### src/design/rsakr_pkg.sv
`timescale 1ns / 1ps
// ----------------------------------------------------------------------------
// rsakr_pkg
// Shared types and constants for the trial-division key recovery core.
// ----------------------------------------------------------------------------
package rsakr_pkg;

    localparam int WordBits = 32;

    typedef struct packed {
        logic [WordBits-1:0] public_exponent;
        logic [WordBits-1:0] modulus;
    } rsakr_in_t;

    typedef struct packed {
        logic [WordBits-1:0] private_exponent;
        logic                found;
        logic [WordBits-1:0] factor_small;
        logic [WordBits-1:0] factor_large;
    } rsakr_out_t;

    // datapath operations
    typedef enum logic [4:0] {
        OP_NONE,
        OP_LOAD,      // latch e, n; k = 2
        OP_DIV_NK,    // start n / k
        OP_NEXT_K,    // k = k + 1
        OP_SET_P,     // p = k, q = quotient; x = p, k = 2
        OP_DIV_XK,    // start x / k
        OP_SET_XQ,    // x = q, k = 2
        OP_MUL_T,     // t = (p-1)(q-1)
        OP_GCD_INIT,  // a = t, b = e
        OP_DIV_AB,    // start a / b
        OP_GCD_STEP,  // a = b, b = rem
        OP_INV_INIT,  // r0 = t, r1 = e, s0 = 0, s1 = 1
        OP_DIV_R,     // start r0 / r1
        OP_MUL_S,     // start quotient * s1
        OP_INV_STEP,  // euclid update
        OP_FIX_S,     // final correction
        OP_FAIL
    } rsakr_op_t;

    typedef struct packed {
        logic div_busy;
        logic div_done;
        logic mul_busy;
        logic rem_zero;
        logic k_over;     // k > x / k, i.e. k*k > x
        logic b_zero;
        logic a_one;
        logic r1_zero;
        logic x_lt2;
    } rsakr_status_t;

endpackage

### src/design/rsa_key_recovery_trial_division_core.sv
`timescale 1ns / 1ps
// ----------------------------------------------------------------------------
// rsa_key_recovery_trial_division_core
// Recovers an RSA private exponent from (e, n) by trial division.
// ----------------------------------------------------------------------------
// One key at a time: a new key is taken only once the previous result beat
// has been accepted. Every step (trial divisor, primality test, gcd and
// extended Euclid step) uses a single shared 64-step restoring divider. The
// run time of an item is set by the smallest factor p of the modulus and the
// number s of Euclid steps; each inverse step adds a shift-add multiply that
// takes one quotient bit per cycle. A prime modulus near 2^32 is the worst case.
module rsa_key_recovery_trial_division_core
    import rsakr_pkg::*;
(
    input  logic       aclk,
    input  logic       aresetn,
    input  logic       s_valid,
    output logic       s_ready,
    input  rsakr_in_t  s_data,
    output logic       m_valid,
    input  logic       m_ready,
    output rsakr_out_t m_data
);
    rsakr_op_t     op;
    rsakr_status_t status;
    rsakr_out_t    result;

    rsakr_ctrl u_ctrl (
        .aclk(aclk), .aresetn(aresetn), .s_valid(s_valid), .s_ready(s_ready),
        .m_valid(m_valid), .m_ready(m_ready), .status(status),
        .result(result), .op(op), .m_data(m_data)
    );

    rsakr_datapath u_dp (
        .aclk(aclk), .aresetn(aresetn), .op(op), .in_beat(s_data),
        .status(status), .result(result)
    );
endmodule

### src/design/rsakr_divider.sv
`timescale 1ns / 1ps
// ----------------------------------------------------------------------------
// rsakr_divider
// Restoring divider, one quotient bit per cycle, 64-bit dividend.
// ----------------------------------------------------------------------------
module rsakr_divider
    import rsakr_pkg::*;
(
    input  logic        aclk,
    input  logic        aresetn,
    input  logic        start,
    input  logic [63:0] dividend,
    input  logic [63:0] divisor,
    output logic        busy,
    output logic        done,
    output logic [63:0] quotient,
    output logic [63:0] remainder
);
    logic [63:0] quo_reg, quo_next, rem_reg, rem_next, dvs_reg, dvs_next;
    logic [6:0]  cnt_reg, cnt_next;
    logic        busy_reg, busy_next, done_reg, done_next;
    logic [64:0] trial;

    // one shift-subtract step
    always_comb begin
        quo_next  = quo_reg;
        rem_next  = rem_reg;
        dvs_next  = dvs_reg;
        cnt_next  = cnt_reg;
        busy_next = busy_reg;
        done_next = 1'b0;
        trial     = {rem_reg, quo_reg[63]} - {1'b0, dvs_reg};
        if (start) begin
            quo_next  = dividend;
            rem_next  = '0;
            dvs_next  = divisor;
            cnt_next  = 7'd64;
            busy_next = 1'b1;
        end else if (busy_reg) begin
            if (!trial[64]) begin
                rem_next = trial[63:0];
                quo_next = {quo_reg[62:0], 1'b1};
            end else begin
                rem_next = {rem_reg[62:0], quo_reg[63]};
                quo_next = {quo_reg[62:0], 1'b0};
            end
            cnt_next = cnt_reg - 7'd1;
            if (cnt_reg == 7'd1) begin
                busy_next = 1'b0;
                done_next = 1'b1;
            end
        end
    end

    always_ff @(posedge aclk) begin
        quo_reg <= quo_next;
        rem_reg <= rem_next;
        dvs_reg <= dvs_next;
        cnt_reg <= cnt_next;
        if (!aresetn) begin
            busy_reg <= 1'b0;
            done_reg <= 1'b0;
        end else begin
            busy_reg <= busy_next;
            done_reg <= done_next;
        end
    end

    assign busy      = busy_reg;
    assign done      = done_reg;
    assign quotient  = quo_reg;
    assign remainder = rem_reg;
endmodule

### src/design/rsakr_datapath.sv
`timescale 1ns / 1ps
// ----------------------------------------------------------------------------
// rsakr_datapath
// Operand registers, shared divider and combinational result for the search.
// ----------------------------------------------------------------------------
module rsakr_datapath
    import rsakr_pkg::*;
(
    input  logic          aclk,
    input  logic          aresetn,
    input  rsakr_op_t     op,
    input  rsakr_in_t     in_beat,
    output rsakr_status_t status,
    output rsakr_out_t    result
);
    logic [31:0] e_reg, n_reg, p_reg, q_reg, x_reg, k_reg;
    logic [31:0] e_next, n_next, p_next, q_next, x_next, k_next;
    logic [63:0] t_reg, a_reg, b_reg, t_next, a_next, b_next;
    logic signed [65:0] s0_reg, s1_reg, s0_next, s1_next;
    logic [63:0] mc_reg, mc_next;
    logic signed [65:0] md_reg, md_next, acc_reg, acc_next;
    logic [63:0] dvd, dvs;
    logic        div_start;
    logic [63:0] quo, rem;
    logic        div_busy, div_done;
    logic signed [65:0] s_prod;
    logic signed [65:0] s_fix;
    logic [63:0] t_prod;

    rsakr_divider u_div (
        .aclk(aclk), .aresetn(aresetn), .start(div_start),
        .dividend(dvd), .divisor(dvs), .busy(div_busy), .done(div_done),
        .quotient(quo), .remainder(rem)
    );

    // divider operand selection
    always_comb begin
        div_start = 1'b0;
        dvd       = a_reg;
        dvs       = b_reg;
        case (op)
            OP_DIV_NK: begin
                div_start = 1'b1;
                dvd = {32'd0, n_reg};
                dvs = {32'd0, k_reg};
            end
            OP_DIV_XK: begin
                div_start = 1'b1;
                dvd = {32'd0, x_reg};
                dvs = {32'd0, k_reg};
            end
            OP_DIV_AB, OP_DIV_R: div_start = 1'b1;
            default: ;
        endcase
    end

    // shift-add multiply of quotient by s1, one quotient bit per cycle
    always_comb begin
        mc_next  = mc_reg;
        md_next  = md_reg;
        acc_next = acc_reg;
        if (op == OP_MUL_S) begin
            mc_next  = quo;
            md_next  = s1_reg;
            acc_next = 66'sd0;
        end else if (mc_reg != 64'd0) begin
            if (mc_reg[0]) acc_next = acc_reg + md_reg;
            md_next = md_reg <<< 1;
            mc_next = mc_reg >> 1;
        end
    end

    assign t_prod = {32'd0, p_reg - 32'd1} * {32'd0, q_reg - 32'd1};
    assign s_prod = s0_reg - acc_reg;
    assign s_fix  = (s0_reg < 0) ? s0_reg + $signed({2'b00, t_reg}) : s0_reg;

    // register updates per operation
    always_comb begin
        e_next = e_reg; n_next = n_reg; p_next = p_reg; q_next = q_reg;
        x_next = x_reg; k_next = k_reg; t_next = t_reg; a_next = a_reg;
        b_next = b_reg; s0_next = s0_reg; s1_next = s1_reg;
        case (op)
            OP_LOAD: begin
                e_next = in_beat.public_exponent;
                n_next = in_beat.modulus;
                k_next = 32'd2;
            end
            OP_NEXT_K: k_next = k_reg + 32'd1;
            OP_SET_P: begin
                p_next = k_reg;
                q_next = quo[31:0];
                x_next = k_reg;
                k_next = 32'd2;
            end
            OP_SET_XQ: begin
                x_next = q_reg;
                k_next = 32'd2;
            end
            OP_MUL_T: t_next = t_prod;
            OP_GCD_INIT: begin
                a_next = t_reg;
                b_next = {32'd0, e_reg};
            end
            OP_GCD_STEP: begin
                a_next = b_reg;
                b_next = rem;
            end
            // a = t, b = e: r0 = t, r1 = e (the euclid steps reduce e mod t)
            OP_INV_INIT: begin
                a_next  = t_reg;
                b_next  = {32'd0, e_reg};
                s0_next = 66'sd0;
                s1_next = 66'sd1;
            end
            OP_INV_STEP: begin
                a_next  = b_reg;
                b_next  = rem;
                s0_next = s1_reg;
                s1_next = s_prod;
            end
            OP_FIX_S: s0_next = s_fix;
            default: ;
        endcase
    end

    always_ff @(posedge aclk) begin
        e_reg <= e_next; n_reg <= n_next; p_reg <= p_next; q_reg <= q_next;
        x_reg <= x_next; k_reg <= k_next; t_reg <= t_next; a_reg <= a_next;
        b_reg <= b_next; s0_reg <= s0_next; s1_reg <= s1_next;
        md_reg <= md_next; acc_reg <= acc_next;
        if (!aresetn) begin
            mc_reg <= '0;
        end else begin
            mc_reg <= mc_next;
        end
    end

    // result: t == 1 gives d = 0
    always_comb begin
        result = '0;
        if (op == OP_FIX_S) begin
            result.found            = 1'b1;
            result.private_exponent = (t_reg == 64'd1) ? 32'd0 : s_fix[31:0];
            result.factor_small     = p_reg;
            result.factor_large     = q_reg;
        end
    end

    assign status.div_busy = div_busy;
    assign status.div_done = div_done;
    assign status.mul_busy = (mc_reg != 64'd0);
    assign status.rem_zero = (rem == 64'd0);
    assign status.k_over   = (quo < {32'd0, k_reg});
    assign status.b_zero   = (b_reg == 64'd0);
    assign status.a_one    = (a_reg == 64'd1);
    assign status.r1_zero  = (b_reg == 64'd0);
    assign status.x_lt2    = (x_reg < 32'd2);
endmodule

### src/design/rsakr_ctrl.sv
`timescale 1ns / 1ps
// ----------------------------------------------------------------------------
// rsakr_ctrl
// Sequencer: factor search, two primality tests, gcd, inverse, handshakes.
// ----------------------------------------------------------------------------
module rsakr_ctrl
    import rsakr_pkg::*;
(
    input  logic          aclk,
    input  logic          aresetn,
    input  logic          s_valid,
    output logic          s_ready,
    output logic          m_valid,
    input  logic          m_ready,
    input  rsakr_status_t status,
    input  rsakr_out_t    result,
    output rsakr_op_t     op,
    output rsakr_out_t    m_data
);
    typedef enum logic [3:0] {
        S_IDLE, S_SRCH, S_SRCH_W, S_PR, S_PR_W, S_MUL, S_GCD, S_GCD_W,
        S_INV, S_INV_W, S_DONE, S_OUT
    } state_t;

    state_t     state_reg, state_next;
    logic       second_reg, second_next;
    logic       mv_reg, mv_next;
    rsakr_out_t out_reg, out_next;

    // sequencing
    always_comb begin
        state_next  = state_reg;
        second_next = second_reg;
        mv_next     = mv_reg;
        out_next    = out_reg;
        op          = OP_NONE;
        if (mv_reg && m_ready) mv_next = 1'b0;
        unique case (state_reg)
            S_IDLE: if (s_valid && s_ready) begin
                op         = OP_LOAD;
                state_next = S_SRCH;
            end
            S_SRCH: begin
                op         = OP_DIV_NK;
                state_next = S_SRCH_W;
            end
            S_SRCH_W: if (status.div_done) begin
                if (status.k_over) begin
                    op         = OP_FAIL;
                    state_next = S_OUT;
                    out_next   = '0;
                end else if (status.rem_zero) begin
                    op          = OP_SET_P;
                    second_next = 1'b0;
                    state_next  = S_PR;
                end else begin
                    op         = OP_NEXT_K;
                    state_next = S_SRCH;
                end
            end
            S_PR: begin
                if (status.x_lt2) begin
                    out_next   = '0;
                    state_next = S_OUT;
                end else begin
                    op         = OP_DIV_XK;
                    state_next = S_PR_W;
                end
            end
            S_PR_W: if (status.div_done) begin
                if (status.k_over) begin
                    if (second_reg) begin
                        state_next = S_MUL;
                    end else begin
                        op          = OP_SET_XQ;
                        second_next = 1'b1;
                        state_next  = S_PR;
                    end
                end else if (status.rem_zero) begin
                    out_next   = '0;
                    state_next = S_OUT;
                end else begin
                    op         = OP_NEXT_K;
                    state_next = S_PR;
                end
            end
            S_MUL: begin
                op         = OP_MUL_T;
                state_next = S_GCD;
            end
            S_GCD: begin
                op         = OP_GCD_INIT;
                state_next = S_GCD_W;
            end
            S_GCD_W: begin
                if (status.div_done) begin
                    op = OP_GCD_STEP;
                end else if (!status.div_busy) begin
                    if (status.b_zero) begin
                        if (status.a_one) begin
                            op         = OP_INV_INIT;
                            state_next = S_INV_W;
                        end else begin
                            out_next   = '0;
                            state_next = S_OUT;
                        end
                    end else begin
                        op = OP_DIV_AB;
                    end
                end
            end
            S_INV_W: begin
                if (status.div_done) begin
                    op         = OP_MUL_S;
                    state_next = S_INV;
                end else if (!status.div_busy) begin
                    if (status.r1_zero) state_next = S_DONE;
                    else op = OP_DIV_R;
                end
            end
            S_DONE: begin
                op         = OP_FIX_S;
                out_next   = result;
                state_next = S_OUT;
            end
            S_OUT: if (!mv_reg) begin
                mv_next    = 1'b1;
                state_next = S_IDLE;
            end
            // wait for the quotient times s1 product
            S_INV: if (!status.mul_busy) begin
                op         = OP_INV_STEP;
                state_next = S_INV_W;
            end
            default: state_next = S_IDLE;
        endcase
    end

    always_ff @(posedge aclk) begin
        out_reg <= out_next;
        if (!aresetn) begin
            state_reg  <= S_IDLE;
            second_reg <= 1'b0;
            mv_reg     <= 1'b0;
        end else begin
            state_reg  <= state_next;
            second_reg <= second_next;
            mv_reg     <= mv_next;
        end
    end

    // a new key only once the previous result beat has gone
    assign s_ready = (state_reg == S_IDLE) && !mv_reg;
    assign m_valid = mv_reg;
    assign m_data  = out_reg;

`ifndef SYNTHESIS
    a_idle_out: assert property (@(posedge aclk) disable iff (!aresetn)
        (state_reg == S_OUT && !mv_reg) |=> mv_reg) else $error("result lost");
    a_found_fac: assert property (@(posedge aclk) disable iff (!aresetn)
        (mv_reg && out_reg.found) |-> (out_reg.factor_small >= 32'd2))
        else $error("found without factor");
    a_nf_zero: assert property (@(posedge aclk) disable iff (!aresetn)
        (mv_reg && !out_reg.found) |-> (out_reg.private_exponent == 32'd0))
        else $error("not found but d set");
`endif
endmodule

### config.mk
export PLATFORM = sky130hd
export DESIGN_NAME = rsa_key_recovery_trial_division_core
export DESIGN_NICKNAME = d
export VERILOG_FILES = /design/src/design/rsakr_pkg.sv /design/src/design/rsa_key_recovery_trial_division_core.sv /design/src/design/rsakr_divider.sv /design/src/design/rsakr_datapath.sv /design/src/design/rsakr_ctrl.sv
export SDC_FILE = /design/constraint.sdc
export NUM_CORES = 2
export LEC_CHECK = 0
export BUFFER_PORTS_ARGS = -buffer_cell sky130_fd_sc_hd__buf_2
export CAP_MARGIN = 10
export CORE_AREA = 4 4 511 513
export DETAILED_ROUTE_END_ITERATION = 16
export DIE_AREA = 0 0 515 517
export HOLD_SLACK_MARGIN = 0.06
export SLEW_MARGIN = 25
export SYNTH_ARGS = -nofsm -noshare
export SYNTH_HDL_FRONTEND = slang
export SYNTH_SLANG_ARGS = --single-unit
### constraint.sdc
create_clock -name aclk -period 13.7 [get_ports aclk]
set_input_delay 2.74 -clock aclk [delete_from_list [all_inputs] [get_ports aclk]]
set_output_delay 2.74 -clock aclk [all_outputs]
set_load 0.02 [all_outputs]
## Word-level counts from Yosys, hierarchy flattened

Cells that the tools add are included.

- Flip-flop bits (word level): 1,016
- Word-level logic and storage cells: 200
- Bits of input ports: 68
- Output and inout port bits: 99

- Multiply operators: 1
- $add $sub $neg: 8
- Muxes and demuxes: 81
- Equal/unequal tests: 48
- Bitwise logic cells: 2
- Magnitude comparators: 3
- Reductions and logical operators: 28

Operators by type and width:

| kind | number |
|---|---|
| two-way mux 97 bit | 11 |
| one-hot mux 97 bit (5 select lines) | 1 |
| one-hot mux 64 bit (2 select lines) | 3 |
| two-way mux 64 bit | 5 |
| two-way mux 66 bit | 3 |
| one-hot mux 66 bit (3 select lines) | 1 |
| one-hot mux 66 bit (2 select lines) | 1 |
| equality test 64 x 1 -> 1 bit, second input constant | 2 |
| logical NOT 64 bit | 2 |
| one-hot mux 32 bit (2 select lines) | 2 |
| two-way mux 4 bit | 19 |
| adder 66 x 65 -> 66 bit | 1 |
| adder 66 bit | 1 |
| < comparator 66 x 1 -> 1 bit, second input constant | 1 |
| subtractor 66 bit | 1 |
| subtractor 65 x 64 -> 65 bit | 1 |
| < comparator 64 x 32 -> 1 bit | 1 |
| multiplier 32 x 32 -> 64 bit | 1 |
| two-way mux 32 bit | 2 |
| nonzero test 64 bit | 1 |
| subtractor 32 x 1 -> 32 bit, second input constant | 2 |
| one-hot mux 5 bit (11 select lines) | 1 |
| one-hot mux 4 bit (12 select lines) | 1 |
| equality test 5 x 4 -> 1 bit, second input constant | 8 |
| 33 further kinds | 99 |

## Logic depth before layout (Yosys ltp)

- Depth in word-level cells: 10
- Depth in mapped cells: 42
- Gate-level depth less buffers: 38

## Hierarchy

A second synthesis with hierarchy kept.

- Cells, all modules: 9,822
- Area total of the unflattened synthesis: 92,269.7 µm²

Modules (own cells, without submodules):

| module | cells each | times used | seq. area each (µm²) | area an instance (µm²) |
|---|---|---|---|---|
| rsakr_datapath | 8,225 | 1 | 20,079.3 | 75,675.1 |
| rsakr_divider | 1,260 | 1 | 5,305.1 | 12,150.4 |
| rsakr_ctrl | 337 | 1 | 3,032.9 | 4,444.3 |

## Worst setup path after synthesis

Ideal clock, no wire load.

- Path kind: flip-flop to flip-flop
- Start: reg u_dp.p_reg[0]
- End: reg u_dp.t_reg[60] (data pin)
- Required time: 13.435 ns
- Arrival time: 10.016 ns
- Stages on the path, launching flop included: 38
- Setup slack: 3.419 ns
- Path buffers: 2
- Clock period less this slack: 10.281 ns
- Setup time: 0.265 ns
- Cells stage by stage: edfxtp_1 -> inv_1 -> clkbuf_1 -> ha_1 -> nand3b_1 -> or2_1 -> nor4_4 -> nand2_1 -> or4_1 -> buf_2 -> or4_4 -> xor2_1 -> nor2_1 -> fa_1 -> fa_1 -> fa_1 -> inv_1 -> fa_1 -> [... 2 more ...] -> fa_1 -> fa_1 -> inv_1 -> fa_1 -> inv_1 -> ha_1 -> nand2_1 -> a21oi_1 -> a221o_1 -> nor3_1 -> a21oi_1 -> a31oi_2 -> o31ai_1 -> o41ai_2 -> nor3_1 -> a2111oi_0 -> o21bai_1 -> xor2_1

- Longest elaborated chain between the ends: 2

Ends and longest elaborated chain:

| what | line | source |
|---|---|---|
| from (decl) | rsakr_datapath.sv:16 | `logic [31:0] e_reg, n_reg, p_reg, q_reg, x_reg, k_reg;` |
| from (signal assigned) | rsakr_datapath.sv:127 | `e_reg <= e_next; n_reg <= n_next; p_reg <= p_next; q_reg <= q_next;` |
| subtractor 32 x 1 -> 32 bit | rsakr_datapath.sv:73 | `assign t_prod = {32'd0, p_reg - 32'd1} * {32'd0, q_reg - 32'd1};` |
| multiplier 32 x 32 -> 64 bit | rsakr_datapath.sv:73 |  |
| net u_dp.t_prod[60] | rsakr_datapath.sv:28 | `logic [63:0] t_prod;` |
| to (signal assigned) | rsakr_datapath.sv:128 | `x_reg <= x_next; k_reg <= k_next; t_reg <= t_next; a_reg <= a_next;` |
| to (decl) | rsakr_datapath.sv:18 | `logic [63:0] t_reg, a_reg, b_reg, t_next, a_next, b_next;` |

The timed path passes the listed nets, and every way through them passes these cells.
A chain may end at the register's enable or synchronous reset.

## Final worst setup path

- Start: reg u_dp.p_reg[0]
- End: reg u_dp.t_reg[62] (data pin)

The elaborated chain is that of the path after synthesis.

==> impl_metrics.yaml <==
run_status:
  status: "finished clean"
route:
  vias: 71070
  drt-total-wl_um: 315300
  vias_per_cell: 5.524
  drc: 0
  postRouteAntennaNets: 0
  drtIter0Drc: 8135
  first_pass_iters: 9
  wl_per_cell_um: 24.51
synth:
  avgSynthCellArea_um2: 9.532
  ys.flop_type: "edfxtp_1"
  synth_seq_area_share_pct: 31.82
  synth-edff-count: 807
  ys_top_cells_by_area: "edfxtp_1, fa_1, ha_1, nand2_1, inv_1"
  synth_top_area_share_pct: 27.13
  async_reset_ff_share_pct: 0
  synth_fp_nets: 10900
  yosysTopAreaCell: "edfxtp_1"
  netlist_area_um2: 89310
  ys_ff_latch: 1016
  ys_warn_count: 0
  syn_inst: 9370
  synth_cell_type_count: 96
placed_design:
  placedCellCount: 12630
  io_buffers: 166
  dp_hpwl_um: 247100
  gp_congestion: 1.009
die:
  ios: 167
  core_area_um2: 256200
  initial_core_util_pct: 34.86
  die_h_um: 517
  dieArea_um2: 266300
  rows: 186
  dieWidth_um: 515
worst_setup_path:
  cp.arrival_ns: 12.49
  rrSetupSlack_ns: 1.72
  critPathMaxStageDelay_ns: 0.60
  end_kind: "flop"
  slowest_stage: "or4_1"
  worstPathRequired_ns: 14.21
  path_class: "reg2reg"
  setup.worst_path.start_class: "flop"
  critPathMaxFanout: 23
  cpMostUsedCell: "fa_1"
grt:
  grt_overflow: 0
  grt_pass1_vias: 70090
  grt_util_all_layers_pct: 23.16
  grt_max_degree: 98
  grt_pass1_wl_um: 462500
  antenna_found_initial: 38
layout:
  largest_reg_flops: 97
  syn_to_final_growth_pct: 10.19
  fillers: 25440
  multi_input_area_um2: 55360
  drive_above_1_share_pct: 8.266
  fin_nets: 10890
  layout.cells.most_common: "nand2_1"
  layoutNonFillerInstCount: 12870
  final-seq-area_um2: 28420
  most-common-layout-cells: "nand2_1, inv_1, nor2_1"
cts:
  clockBufferDepth: 3
  clock_sink_count: 1016
  cts_tree: "done"
  clk_pin_slew_ns: 0.07
  hold_buffers: 0
  clock-root-buffer: "clkbuf_16"
  cts_buffers: 112
  cts_setup_buffers: 0
  htreeDepth: 3
  ctsResizeCount: 0
  clock_latency_ns: 0.76
power_and_ir_drop:
  p_per_area_nw_per_um2: 112.4
  peakVddDrop_uv: 166.8
  total_leakage_power_nw: 43.57
  p_total_mw: 11.06
job:
  maxCapViolCount: 0
sta:
  grt_setup_unrepaired: "false"
  final_hold_viol_count: 0
  finClkSkew_ns: 0.09704
  tns_ns: 0
  final.period_utilization_pct: 87.44
  setup_viol: 0
  clock.fmax_ghz: 0.08347
  timing.final.crit_period_ns: 11.98
  maxSlewViolCount: 0
  hold_ws_ns: 0.4584
  slew_headroom_pct: 20.39
  tightest_slew_ns: 1.164
worst_hold_path:
  hold_class: "reg2reg"
==> final cells by class <==
class                           count  share of cell area (%)
Clock inverter                     75                  0.8874
Inverter                         1153                   4.402
Tap cell                         3384                   4.302
Clock buffer                      136                   3.075
Sequential cell                  1016                   28.88
Timing Repair Buffer              332                   2.151
Multi-Input combinational cell   6749                   56.25
Antenna cell                       21                 0.05339
==> kinds of logic (layout without fill, tap and decap cells) <==
group                      Yosys count  in the layout  synth area share (%)
DFF                               1016           1016                 31.82
buffers and inverters             1605           1696                 6.895
muxes                              227            227                 2.700
adders and majority gates         1457           1457                 27.98
AOI/OAI and AO/OA                 1517           1517                 10.92
and+or+nand+nor                   3103           3103                 15.29
other                                0             21                     0
xor gates and xnor gates           445            445                 4.406
==> metrics by stage <==
stage	cell area (um^2)	setup slack (ns)	utilization, %
after detailed placement	94410	1.934	36.85
after global routing	98370	1.296	38.39
after floorplan	89310	3.419	-
after global placement	94330	2.065	36.82
after CTS	98310	1.907	38.37
final	98420	1.720	38.41
==> layer usage <==
layer  routed length [um]  GRT usage, %  vias to the layer above
li1                     -             -                    31250
met1               131300         31.49                    35680
met2               134800         34.60                     3467
met3                29520         4.933                      667
met4                19460         12.26                        8
met5                  309             0                        -
==> synth_stat cells, drive strengths merged, types with 22 or more instances <==
master / n
nor2b: 49
and3: 44
a21o: 242
nand3: 100
xnor2: 256
nor2: 988
a211oi: 74
a31oi: 87
a21oi: 458
or3: 22
nand4: 109
and2: 147
o21a: 44
mux2i: 116
o211ai: 29
o21bai: 56
mux2: 111
edfxtp: 807
clkbuf: 366
inv: 1152
nor4: 120
nand2b: 75
buf: 86
nand2: 1291
xor2: 189
dfxtp: 209
a22oi: 33
nor3: 90
fa: 900
ha: 557
o21ai: 311
==> critical path: cells and delay by family, from the launching register on <==
kind                     cells  cell delay [ns]
AND/OR/NAND/NOR              9             2.73
adder cells (fa/ha/maj)     10             4.68
buffers and inverters        7             1.18
XOR/XNOR                     2             0.26
flip-flops                   1             0.36
AO/OA/AOI/OAI                9             2.49
==> worst paths after layout <==
kind                                 startpoint              end  depth (start not counted)
worst min-delay path            u_dp.mc_reg[45]  u_dp.mc_reg[44]                          2
worst min register to register  u_dp.mc_reg[45]  u_dp.mc_reg[44]                          2
worst max register to register    u_dp.p_reg[0]   u_dp.t_reg[62]                         37
worst max-delay path              u_dp.p_reg[0]   u_dp.t_reg[62]                         37
==> where the power goes <==
part           switching [mW]  total, mW  internal [mW]
clock network            1.35       3.22           1.86
registers               0.482       4.42           3.94
logic                    2.20       3.43           1.22
total                    4.04       11.1           7.02
Note: power is estimated with default switching activity, not from simulation.
